$ cat config.mk
export PLATFORM = sky130hd
export DESIGN_NAME = sps_ctrl
export DESIGN_NICKNAME = d
export VERILOG_FILES = /design/src/design/sps_pkg.sv /design/src/design/sps_ctrl.sv
export SDC_FILE = /design/constraint.sdc
export NUM_CORES = 1
export LEC_CHECK = 0
export BUFFER_PORTS_ARGS = -buffer_cell sky130_fd_sc_hd__buf_4
export CAP_MARGIN = 20
export CORE_AREA = 2 2 39 41
export DETAILED_ROUTE_END_ITERATION = 10
export DIE_AREA = 0 0 41 43
export GPL_TIMING_DRIVEN = 1
export HOLD_SLACK_MARGIN = 0.03
export MAX_ROUTING_LAYER = met4
export SLEW_MARGIN = 20
export SYNTH_ARGS = -nofsm -noshare
export SYNTH_HDL_FRONTEND = slang
export SYNTH_SLANG_ARGS = --single-unit
$ cat constraint.sdc
create_clock -name i_clk -period 1.14 [get_ports i_clk]
set_clock_uncertainty 0.05 [all_clocks]
set_input_delay 0.114 -clock i_clk [delete_from_list [all_inputs] [get_ports i_clk]]
set_output_delay 0.114 -clock i_clk [all_outputs]
set_load 0.05 [all_outputs]
$ cat src/design/sps_pkg.sv
// Shared types and constants for the song part sequencer.
// Depends on nothing; imported by every module of the block.
package sps_pkg;

    localparam int PC_W      = 10;
    localparam int LEN_W     = 10;
    localparam int FLAG_W    = 8;
    localparam int STEP_W    = 7;
    localparam int WORD_W    = 16;

    localparam logic [STEP_W-1:0] STEP_LIMIT = 7'd100;

    localparam logic [2:0] OP_NOP  = 3'd0;
    localparam logic [2:0] OP_PLAY = 3'd1;
    localparam logic [2:0] OP_SETF = 3'd2;
    localparam logic [2:0] OP_BFEQ = 3'd3;
    localparam logic [2:0] OP_BFNE = 3'd4;
    localparam logic [2:0] OP_JUMP = 3'd5;

    localparam logic [1:0] FUNC_LOAD    = 2'd0;
    localparam logic [1:0] FUNC_RESTART = 2'd1;
    localparam logic [1:0] FUNC_NEXT    = 2'd2;

    typedef enum logic [1:0] {
        S_IDLE,
        S_EXEC,
        S_DONE
    } t_state;

    typedef struct packed {
        logic [1:0] func;
        logic [8:0] load_address;
        logic [2:0] load_opcode;
        logic [3:0] load_value;
        logic [8:0] load_target;
        logic [7:0] start_flag;
    } t_in_item;

    typedef struct packed {
        logic       play_valid;
        logic [8:0] part_num;
        logic       stopped;
        logic       limit_hit;
    } t_out_item;

    typedef struct packed {
        logic clear_res;
        logic restart;
        logic load;
        logic exec;
        logic halt;
        logic limit;
        logic post;
    } t_cmd;

    typedef struct packed {
        logic at_end;
        logic step_full;
        logic op_play;
        logic halted;
        logic out_free;
    } t_status;

endpackage

$ cat src/design/sps_ctrl.sv
// Controller state machine of the song part sequencer.
// Depends on sps_pkg; drives commands into sps_datapath.
module sps_ctrl import sps_pkg::*; (
    input  logic       i_clk,
    input  logic       i_rst_n,
    input  logic       i_in_valid,
    input  logic [1:0] i_func,
    output logic       o_in_stall,
    input  t_status    i_status,
    output t_cmd       o_cmd
);

    t_state r_state;
    t_state n_state;

    always_ff @(posedge i_clk) begin
        if (!i_rst_n) begin
            r_state <= S_IDLE;
        end else begin
            r_state <= n_state;
        end
    end

    always_comb begin
        n_state    = r_state;
        o_cmd      = '0;
        o_in_stall = !i_rst_n || (r_state != S_IDLE);
        case (r_state)
            S_IDLE: begin
                if (i_in_valid && i_rst_n) begin
                    o_cmd.clear_res = 1'b1;
                    case (i_func)
                        FUNC_LOAD: begin
                            o_cmd.load = 1'b1;
                            n_state    = S_DONE;
                        end
                        FUNC_RESTART: begin
                            o_cmd.restart = 1'b1;
                            n_state       = S_EXEC;
                        end
                        FUNC_NEXT: begin
                            n_state = i_status.halted ? S_DONE : S_EXEC;
                        end
                        default: begin
                            n_state = S_DONE;
                        end
                    endcase
                end
            end
            S_EXEC: begin
                if (i_status.at_end) begin
                    o_cmd.halt = 1'b1;
                    n_state    = S_DONE;
                end else if (i_status.step_full) begin
                    o_cmd.halt  = 1'b1;
                    o_cmd.limit = 1'b1;
                    n_state     = S_DONE;
                end else begin
                    o_cmd.exec = 1'b1;
                    if (i_status.op_play) begin
                        n_state = S_DONE;
                    end
                end
            end
            S_DONE: begin
                if (i_status.out_free) begin
                    o_cmd.post = 1'b1;
                    n_state    = S_IDLE;
                end
            end
            default: begin
                n_state = S_IDLE;
            end
        endcase
    end

endmodule

* Word-level counts from Yosys, hierarchy flattened
Cells that the tools add are included.
** Word-level totals
- Register bits after elaboration :: 2
- Input port bits :: 10
** Operators by class
- Equal/unequal tests :: 7
- Mux-type cells :: 20
- Reduce and logical (&&, ||, !) cells :: 7
** Operators with widths (number)
- 2-to-1 mux 2 bit :: 7
- 2-to-1 mux 3 bit :: 3
- 2-to-1 mux 1 bit :: 8
- one-hot mux 2 bit (3 select lines) :: 1
- equality test 2 x 1 -> 1 bit, second input constant :: 2
- equality test 2 bit, second input constant :: 2
- logical NOT 2 bit :: 2
- inequality test 2 bit, second input constant :: 2
- inequality test 4 bit, second input constant :: 1
- one-hot mux 2 bit (2 select lines) :: 1
- AND reduction 3 bit :: 1
- nonzero test 2 bit :: 1
- logical AND 1 bit :: 1
- logical NOT 1 bit :: 1
- logical OR 1 bit :: 1

* Longest topological paths before layout
Gate-level depths: netlist of run 1.
- Depth after elaboration :: 4
- Gate-level depth with buffers :: 5

* Least setup slack after synthesis of run 1
OpenSTA, ideal clock, no wires.
- Path type :: reg2out
- Start :: register r_state[0]
- End :: output o_cmd[5] (netlist name)
- Arrival :: 1.955 ns
- Data required time :: 0.976 ns
- Path slack :: -0.979 ns
- Cell stages (with the launch flop) :: 4
- Path buffers :: 0
- Cell sequence :: dfxtp_1 nor2_1 nand2_1 nor3_1
** RTL lines
- start, declared :: line sps_ctrl.sv:13 : t_state r_state;
- start signal, assigned :: line sps_ctrl.sv:20 : r_state <= n_state;
- end, declared :: line sps_ctrl.sv:10 : output t_cmd o_cmd

==> impl_metrics.tcl, run 1 <==
set metrics [dict create \
    status "complete, but fails checks" \
    violations "setup timing" \
    layout-drive-gt1-share_pct 76.3 \
    synth.top_cell.area_share_pct 16.0 \
    fillers 128 \
    io-pin-count 18 \
    dieArea_mm2 0.00176 \
    post_drt_via_cell_ratio 4.44 \
    antenna_cells 0 \
    grt_start_max_net_pins 5 \
    fp.coreArea_mm2 0.00138 \
    pre_cts_ws_ns -0.116 \
    vias 333 \
    finalCritPeriodShare_pct 116 \
    first_pass_iters 4 \
    numCtsBuffers 3 \
    final_cells 75 \
    grt_usage_pct 12.5 \
    io_buffers 17 \
    leakagePower_uw 0.000300 \
    post-route-util_pct 46.7 \
    clk_path_buf_depth 2 \
    slew_viol_final 0 \
    cp_slowest_stage_delay_ns 0.34 \
    grt_pass1_wl_um 1410 \
    nets 74 \
    worstMarginPinSlew_ns 0.243 \
    syn-num-nets 45 \
    crit_path_max_fanout 3 \
    wl_per_cell_um 10.6 \
    drv_cap 0 \
    antenna_found_initial 0 \
    ctsHtreeMaxLevel 1 \
    period_minus_slack_ns 1.32 \
    cp_cell_sequence "nor2_4, and3_4, and2_4, buf_8" \
    syn-cell-area_um2 250 \
    relSlewSlack_pct 83.7 \
    powerDensity_mw_per_mm2 734 \
    worstPathRequired_ns 0.98 \
    finalSetupViolCount 9 \
    syn_inst 32 \
    drc_errors 0 \
    worstPathArrival_ns 1.16 \
    placed_cells 69 \
    synth.distinct_cells 19 \
    yosysTopAreaCell "dfxtp_1" \
    ant_nets 0 \
    min_path_type "primary input to flop" \
    cts_tree "yes" \
    largest-register "r_state" \
    finalWorstSetupSlack_ns -0.184 \
    grt-ovfl-total 0 \
    clock_latency_ns 0.23 \
    grt_pass1_vias 367 \
    cts_sinks 2 \
    hold_buffers 0 \
    drt_iter0_drc 6 \
    peakVddDrop_mv 0.283 \
    hpwl_um 579 \
    largest_reg_flops 2 \
    syn2layout_area_growth_pct 158 \
    setup_tns_ns -0.861 \
    yosys_warnings 0 \
    initial_utilization_pct 18.1 \
    die_h_um 43 \
    worstSetupEndpointType "output pin" \
    path_clk_slew_ns 0.03 \
    max_freq_mhz 755 \
    row_count 14 \
    wl_um 793 \
    cts-root-buf "clkbuf_4" \
    yosysSeqAreaShare_pct 16.0 \
    syn_avg_cell_area_um2 7.82 \
    critPathSlowestCell "dfxtp_4" \
    finalHoldViolations 0 \
    place.gp.congestion 0.785 \
    ys_seq_elements 2 \
    critical_path_class "flop to output pin" \
    rsz0062_at_grt "true" \
    synth_area_leaders "dfxtp_1 16%, ha_1 15%, inv_1 9.0%, a2111oi_2 6.0%, nor2_1 6.0%" \
    start_kind "flop" \
    largest_registers "r_state: 2 flops" \
    die_x_um 41 \
]
path summary, 6_finish.rpt:
check	cells after the start	start	end	slack, ns
setup / recovery	4	r_state[1]$_SDFFE_PN0P_	o_cmd[4]	-0.18
hold / removal	3	i_status[0]	r_state[1]$_SDFFE_PN0P_	0.12
setup reg to reg	3	r_state[0]$_SDFFE_PN0P_	r_state[1]$_SDFFE_PN0P_	-0.06
hold reg to reg	3	r_state[1]$_SDFFE_PN0P_	r_state[1]$_SDFFE_PN0P_	0.65
repair_timing:
item                                    CTS  global route
pin swaps                                 3             2
setup buffers                             3             0
resized for setup                        15             6
endpoints found under the setup margin    8            10
power by group:
| part | switching [uW] | internal (uW) |
|---|---|---|
| Combinational | 119 | 108 |
| Clock | 49.3 | 117 |
| Sequential | 6.94 | 74.2 |
layer usage:
metal  share of wire (%)  wire length, um  vias up  global-route usage, %
met5                   0                0        -                      -
met4                 4.7               37        0                   12.0
met3                 2.8               22        4                   1.57
met2                  55              436        7                   19.1
met1                  37              297      156                   12.8
li1                    -                -      166                      -
logic make-up after synthesis:
family          share of synthesized area, %
buf+inv                                 9.00
fa+ha+maj                               15.0
simple gates                            41.5
compound gates                          18.5
flops                                   16.0
worst max-delay path: cells and delay by family (launching register included):
kind | cells | cell delay, ns
and+or+nand+nor | 3 | 0.45
DFF | 1 | 0.34
buffers and inverters | 1 | 0.13
cell usage in the layout, fill, tap and decap left out, types with 2 or more instances in the layout:
cell type / instances
buf_4: 13
buf_6: 9
inv_1: 6
nor2_4: 3
ha_1: 3
clkbuf_4: 3
nand2b_4: 2
nor3_4: 2
dfxtp_4: 2
stage by stage:
stage	cell area, um2	hold slack [ns]	power (uW)
2_1_floorplan	314	0.198	192
3_3_place_gp	492	0.351	264
3_5_place_dp	492	0.355	266
4_1_cts	614	0.115	464
5_1_grt	646	0.135	500
6_report	646	0.125	474
layout make-up:
class                           instances  area [um2]  area share [%]
Multi-Input combinational cell         24         299            46.3
Sequential cell                         2        47.5            7.36
Tap cell                               16        20.0            3.10
Clock buffer                            3        22.5            3.49
Timing Repair Buffer                   24         234            36.2
Inverter                                6        22.5            3.49
synthesized netlist by cell type, drive strengths merged:
cell type / count
a31oi: 1
nor4: 1
nor3: 2
and2: 1
o221a: 1
nor2: 4
dfxtp: 2
nand2: 2
ha: 3
nor3b: 1
o41ai: 1
or4b: 1
o21ai: 1
nand2b: 3
a2111oi: 1
inv: 6
and3: 1
No activity file was read; power rests on OpenSTA's default activity.
==> run 2: changes to the inputs <==
==> constraint.sdc (replaced) <==
create_clock -name i_clk -period 1.14 [get_ports i_clk]
set_clock_uncertainty 0.05 [all_clocks]
set_input_delay 0.057 -clock i_clk [delete_from_list [all_inputs] [get_ports i_clk]]
set_output_delay 0.057 -clock i_clk [all_outputs]
set_load 0.05 [all_outputs]
==> run 2 against run 1 <==
Against the previous run:
- the flow still finishes with violations (setup timing)
- clock power barely moved
- worst hold slack got worse by 0.053 ns
- routed wire length rose by 7.3%
- non-clock buffer count did not move
- setup slack improved by 0.043 ns
- first-iteration DRC count fell by 67%
- fmax rose by 3.3%
- final cell count did not move
- largest cell class unchanged
- flip-flop and latch count did not move
- combinational power rose by 2%
==> impl_metrics.tcl, run 2 (synthesized netlist as in run 1, its figures left out) <==
set metrics [dict create \
    largest_registers "r_state: 2 flops" \
    antenna_cells 0 \
    largest_reg_flops 2 \
    grt-ovfl-total 0 \
    r2r_end "r_state[1]$_SDFFE_PN0P_" \
    drc_errors 0 \
    clock_latency_ns 0.23 \
    nets 74 \
    worstPathRequired_ns 1.03 \
    vias 338 \
    fp.coreArea_mm2 0.00138 \
    dieArea_mm2 0.00176 \
    fillers 137 \
    worstSetupStartpoint "r_state[1]$_SDFFE_PN0P_" \
    finalHoldViolations 0 \
    cts-root-buf "clkbuf_4" \
    critical_path_class "flop to output pin" \
    cts_tree "yes" \
    wl_um 851 \
    antenna_found_initial 0 \
    cts_sinks 2 \
    worstPathArrival_ns 1.17 \
    grt_start_max_net_pins 6 \
    finalCritPeriodShare_pct 112 \
    crit_path_max_fanout 3 \
    pre_cts_ws_ns -0.0735 \
    first_pass_iters 2 \
    grt_pass1_vias 298 \
    largest-register "r_state" \
    clk_path_buf_depth 2 \
    row_count 14 \
    status "complete, but fails checks" \
    grt_pass1_wl_um 1140 \
    initial_utilization_pct 18.1 \
    syn2layout_area_growth_pct 155 \
    path_clk_slew_ns 0.03 \
    max_freq_mhz 780 \
    worstSetupEndpointType "output pin" \
    ctsHtreeMaxLevel 1 \
    r2r_setup_slack_ns -0.07 \
    r2r-start "r_state[0]$_SDFFE_PN0P_" \
    peakVddDrop_mv 0.216 \
    setup_tns_ns -0.590 \
    reg2regPathDepth 3 \
    place.gp.congestion 0.633 \
    leakagePower_uw 0.000300 \
    violations "setup timing" \
    slew_viol_final 0 \
    period_minus_slack_ns 1.28 \
    start_kind "flop" \
    layout-drive-gt1-share_pct 74.6 \
    drv_cap 0 \
    finalWorstSetupSlack_ns -0.142 \
    min_path_type "primary input to flop" \
    hpwl_um 585 \
    ant_nets 0 \
    relSlewSlack_pct 82.1 \
    final_cell_mix "14 x buf_4, 6 x inv_1, 6 x buf_6, 4 x buf_8" \
    io_buffers 17 \
    wl_per_cell_um 11.3 \
    grt_usage_pct 9.65 \
    crit_end "o_cmd[4]" \
    numCtsBuffers 3 \
    powerDensity_mw_per_mm2 751 \
    drt_iter0_drc 2 \
    finalSetupViolCount 7 \
    die_x_um 41 \
    io-pin-count 18 \
    post_drt_via_cell_ratio 4.51 \
    final_common_cell "buf_4" \
    hold_buffers 0 \
    rsz0062_at_grt "true" \
    die_h_um 43 \
    worstMarginPinSlew_ns 0.266 \
]
-- run 2: cell counts in the layout (fill, tap and decap cells not counted) --
No cell type changed its count.
-- run 2: power breakdown --
group,switching [uW],internal [uW]
Clock,48.3,117
Sequential,7.46,74.1
Combinational,118,113
-- run 2: area by class of cell --
class | instances | area, um2 | share of cell area [%]
flip-flops and latches | 2 | 47.5 | 7.47
clock buffers | 3 | 22.5 | 3.54
repair buffers | 24 | 233 | 36.5
well taps | 16 | 20.0 | 3.14
inverters | 6 | 22.5 | 3.54
multi-input cells | 24 | 292 | 45.8
-- run 2: critical path, stage by stage (launching register included) --
cell	delay [ns]
dfxtp_4	0.35
nor2_4	0.13
and3_4	0.20
and2_4	0.14
buf_8	0.13
-- run 2: worst min path at each step --
stage,from,to,slack [ns],depth (start not counted)
final,i_rst_n,r_state[0]$_SDFFE_PN0P_,0.07,2
after global routing,i_rst_n,r_state[0]$_SDFFE_PN0P_,0.07,2
after CTS,i_status[0],r_state[1]$_SDFFE_PN0P_,0.05,3
after detailed placement,i_status[0],r_state[1]$_SDFFE_PN0P_,0.29,3
after global placement,i_status[0],r_state[1]$_SDFFE_PN0P_,0.29,3
after floorplan,i_status[3],o_cmd[3],0.13,1
-- run 2: stage by stage --
stage / utilization, % / power [uW] / hold slack, ns / std cells / cell area (um2)
2_1_floorplan: - / 195 / 0.127 / 32 / 319
3_3_place_gp: 35.4 / 263 / 0.287 / 68 / 489
3_5_place_dp: 35.4 / 264 / 0.292 / 68 / 489
4_1_cts: 42.5 / 465 / 0.0502 / 75 / 588
5_1_grt: 46.0 / 500 / 0.0740 / 75 / 637
6_report: 46.0 / 478 / 0.0719 / 75 / 637
-- run 2: repair_timing --
item,4_1_cts,5_1_grt
gates resized for setup,13,9
setup endpoints to repair,6,10
pin swaps,4,7
setup buffers,4,1
-- run 2: metal layers --
metal  up-vias  track usage (%)  part of all wire, %
met4         0             6.00                    0
met2        14             15.3                   54
met3         0                0                  6.6
li1        168                -                    -
met1       156             11.5                   39
met5         -                -                    0
==> run 3: changes to the inputs <==
- ABC_AREA: default -> 1
- SLEW_MARGIN: 20 -> 10
==> run 3 against run 2 <==
Against the previous run:
- the run still ends with setup timing left
- final cell count increased by 23%
- die area did not move
- clock power is 5% lower
- sequential share of layout area is 0.32 points lower
- clock-buffer cell count stayed put
- register-to-register slack improved by 0.03 ns
- flip-flop and latch count unchanged
- sequential power is 35% higher
- fmax grew 2.2%
- first-iteration DRC count fell by 100%
- largest cell class unchanged
==> impl_metrics.tcl, run 3 <==
set metrics [dict create \
    status "complete, but fails checks" \
    violations "setup timing" \
    cts_sinks 2 \
    yosysTopAreaCell "dfxtp_1" \
    async_flop_share_pct 0 \
    post_drt_via_cell_ratio 4.38 \
    cts-root-buf "clkbuf_4" \
    syn-cell-area_um2 284 \
    ys_seq_elements 2 \
    ctsHtreeMaxLevel 1 \
    clock_latency_ns 0.22 \
    p_int_uw 434 \
    largest_registers "r_state: 2 flops" \
    period_minus_slack_ns 1.25 \
    switching_share_pct 45.1 \
    powerDensity_mw_per_mm2 1190 \
    initial_utilization_pct 20.5 \
    clk_path_buf_depth 2 \
    busiest_layer "met2" \
    synth_edf_count 0 \
    grt_pass1_wl_um 1300 \
    peakVddDrop_mv 0.518 \
    synth_common_cells "10 x inv_1, 6 x nand2_1, 6 x nand3_1, 4 x nor2_1, 4 x nor3_1" \
    final_cell_mix "16 x buf_4, 10 x buf_6, 8 x inv_1, 6 x nand3_1, 5 x nand2_1" \
    io-pin-count 18 \
    min_path_type "primary input to flop" \
    met1_usage_pct 10.3 \
    ant_nets 0 \
    dieArea_mm2 0.00176 \
    worstPathArrival_ns 1.15 \
    io_buffers 17 \
    grt_use_met2_pct 20.0 \
    nets 91 \
    fillers 137 \
    grt-ovfl-total 0 \
    finalSetupViolCount 10 \
    synth_area_leaders "dfxtp_1 14%, ha_1 13%, inv_1 13%, nand3_1 11%, nand2_1 7.9%" \
    drv_cap 0 \
    holdWs_ns 0.0801 \
    syn_inst 47 \
    yosysSeqAreaShare_pct 14.1 \
    p_sw_uw 357 \
    drc_errors 0 \
    antenna_found_initial 0 \
    start_kind "flop" \
    path_clk_slew_ns 0.03 \
    seq_power_share_pct 13.9 \
    final_common_cell "buf_4" \
    layout-drive-gt1-share_pct 68.4 \
    synth.top_cell.area_share_pct 14.1 \
    grt_start_max_net_pins 5 \
    leakagePower_uw 0.000327 \
    fp.coreArea_mm2 0.00138 \
    syn2layout_area_growth_pct 134 \
    largest_reg_flops 2 \
    row_count 14 \
    pre_cts_ws_ns 0.00506 \
    grt_use_met3_pct 3.14 \
    slew_viol_final 0 \
    post-synth-top-count-cell "inv_1" \
    max_freq_mhz 797 \
    finalCritPeriodShare_pct 110 \
    finalHoldViolations 0 \
    clockPowerShare_pct 19.7 \
    cts_tree "yes" \
    worstMarginPinSlew_ns 0.338 \
    syn_avg_cell_area_um2 6.04 \
    wl_um 981 \
    antenna_cells 0 \
    hpwl_um 663 \
    die_x_um 41 \
    rsz0062_at_grt "true" \
    vias 403 \
    synth.distinct_cells 16 \
    p_comb_share_pct 66.4 \
    die_h_um 43 \
    grt_usage_pct 11.4 \
    worstSetupEndpointType "output pin" \
    place.gp.congestion 0.716 \
    wl_per_cell_um 10.7 \
    syn-num-nets 60 \
    critical_path_class "flop to output pin" \
    drt_iter0_drc 0 \
    numCtsBuffers 3 \
    worstPathRequired_ns 1.03 \
    ys.flop_type "dfxtp_1" \
    post-route-util_pct 48.1 \
    largest-register "r_state" \
    yosys_warnings 0 \
    first_pass_iters 1 \
    grt_pass1_vias 362 \
    relSlewSlack_pct 77.4 \
    finalWorstSetupSlack_ns -0.115 \
    crit_path_max_fanout 3 \
]
-- run 3: cell count changes after synthesis, sizes merged, moves of 2 or more --
cell and delta:
nand3 +7, nor3 +2, nand2b -3, a21oi +2
nor2 +3, inv +6, nand2 +6
-- run 3: final timing paths --
check                          startpoint                      end  slack [ns]  cells after the start
hold reg to reg   r_state[1]$_SDFFE_PN0P_  r_state[1]$_SDFFE_PN0P_        0.66                      4
setup reg to reg  r_state[1]$_SDFFE_PN0P_  r_state[0]$_SDFFE_PN0P_       -0.04                      7
hold / removal                    i_rst_n  r_state[0]$_SDFFE_PN0P_        0.08                      3
setup / recovery  r_state[0]$_SDFFE_PN0P_                 o_cmd[4]       -0.11                      4
-- run 3: power by group through the flow --
| stage | logic [uW] | registers [uW] | clock network, uW |
|---|---|---|---|
| floorplan | 253 | 107 | 0 |
| global placement | 351 | 104 | 0 |
| detailed placement | 355 | 105 | 0 |
| CTS | 426 | 108 | 170 |
| global route | 552 | 111 | 171 |
| finish | 526 | 110 | 156 |
-- run 3: cell type report --
cell class | instances | area [um2] | area share (%)
Tap cell | 16 | 20.0 | 3.01
Timing Repair Buffer | 26 | 233 | 35.0
Sequential cell | 2 | 47.5 | 7.14
Clock buffer | 3 | 22.5 | 3.38
Multi-Input combinational cell | 33 | 293 | 44.0
Inverter | 12 | 50.0 | 7.52
-- run 3: critical path: stages, from the launching register on --
cell and delay [ns]:
dfxtp_4 0.35, nor2_4 0.15, inv_4 0.07, nor3b_4 0.18
buf_6 0.18
-- run 3: metal layers --
metal / wire, um / part of all wire (%)
met5: 0 / 0
met4: 0 / 0
met3: 48 / 4.9
met2: 603 / 61
met1: 328 / 33
-- run 3: per-stage QoR --
step / area (um2) / std cells / total power (uW) / setup TNS [ns]
floorplan: 347 / 47 / 360 / -0.149
global placement: 502 / 81 / 455 / 0
detailed placement: 502 / 81 / 460 / 0
CTS: 599 / 88 / 703 / -0.510
global route: 666 / 92 / 835 / -0.866
finish: 666 / 92 / 791 / -0.471
-- run 3: logic make-up after synthesis --
group | count (synthesis) | synth area share (%)
AOI/OAI and AO/OA | 3 | 5.28
adders and majority gates | 3 | 13.2
buffers and inverters | 12 | 15.9
DFF | 2 | 14.1
and+or+nand+nor | 27 | 51.5
-- run 3: repair_timing --
item / in CTS / in global routing
hold buffers: 0 / 0
endpoints found under the hold margin: 0 / 0
pin swaps: 4 / 3
endpoints found under the setup margin: 8 / 10
setup buffers: 4 / 4
gates resized for setup: 13 / 10
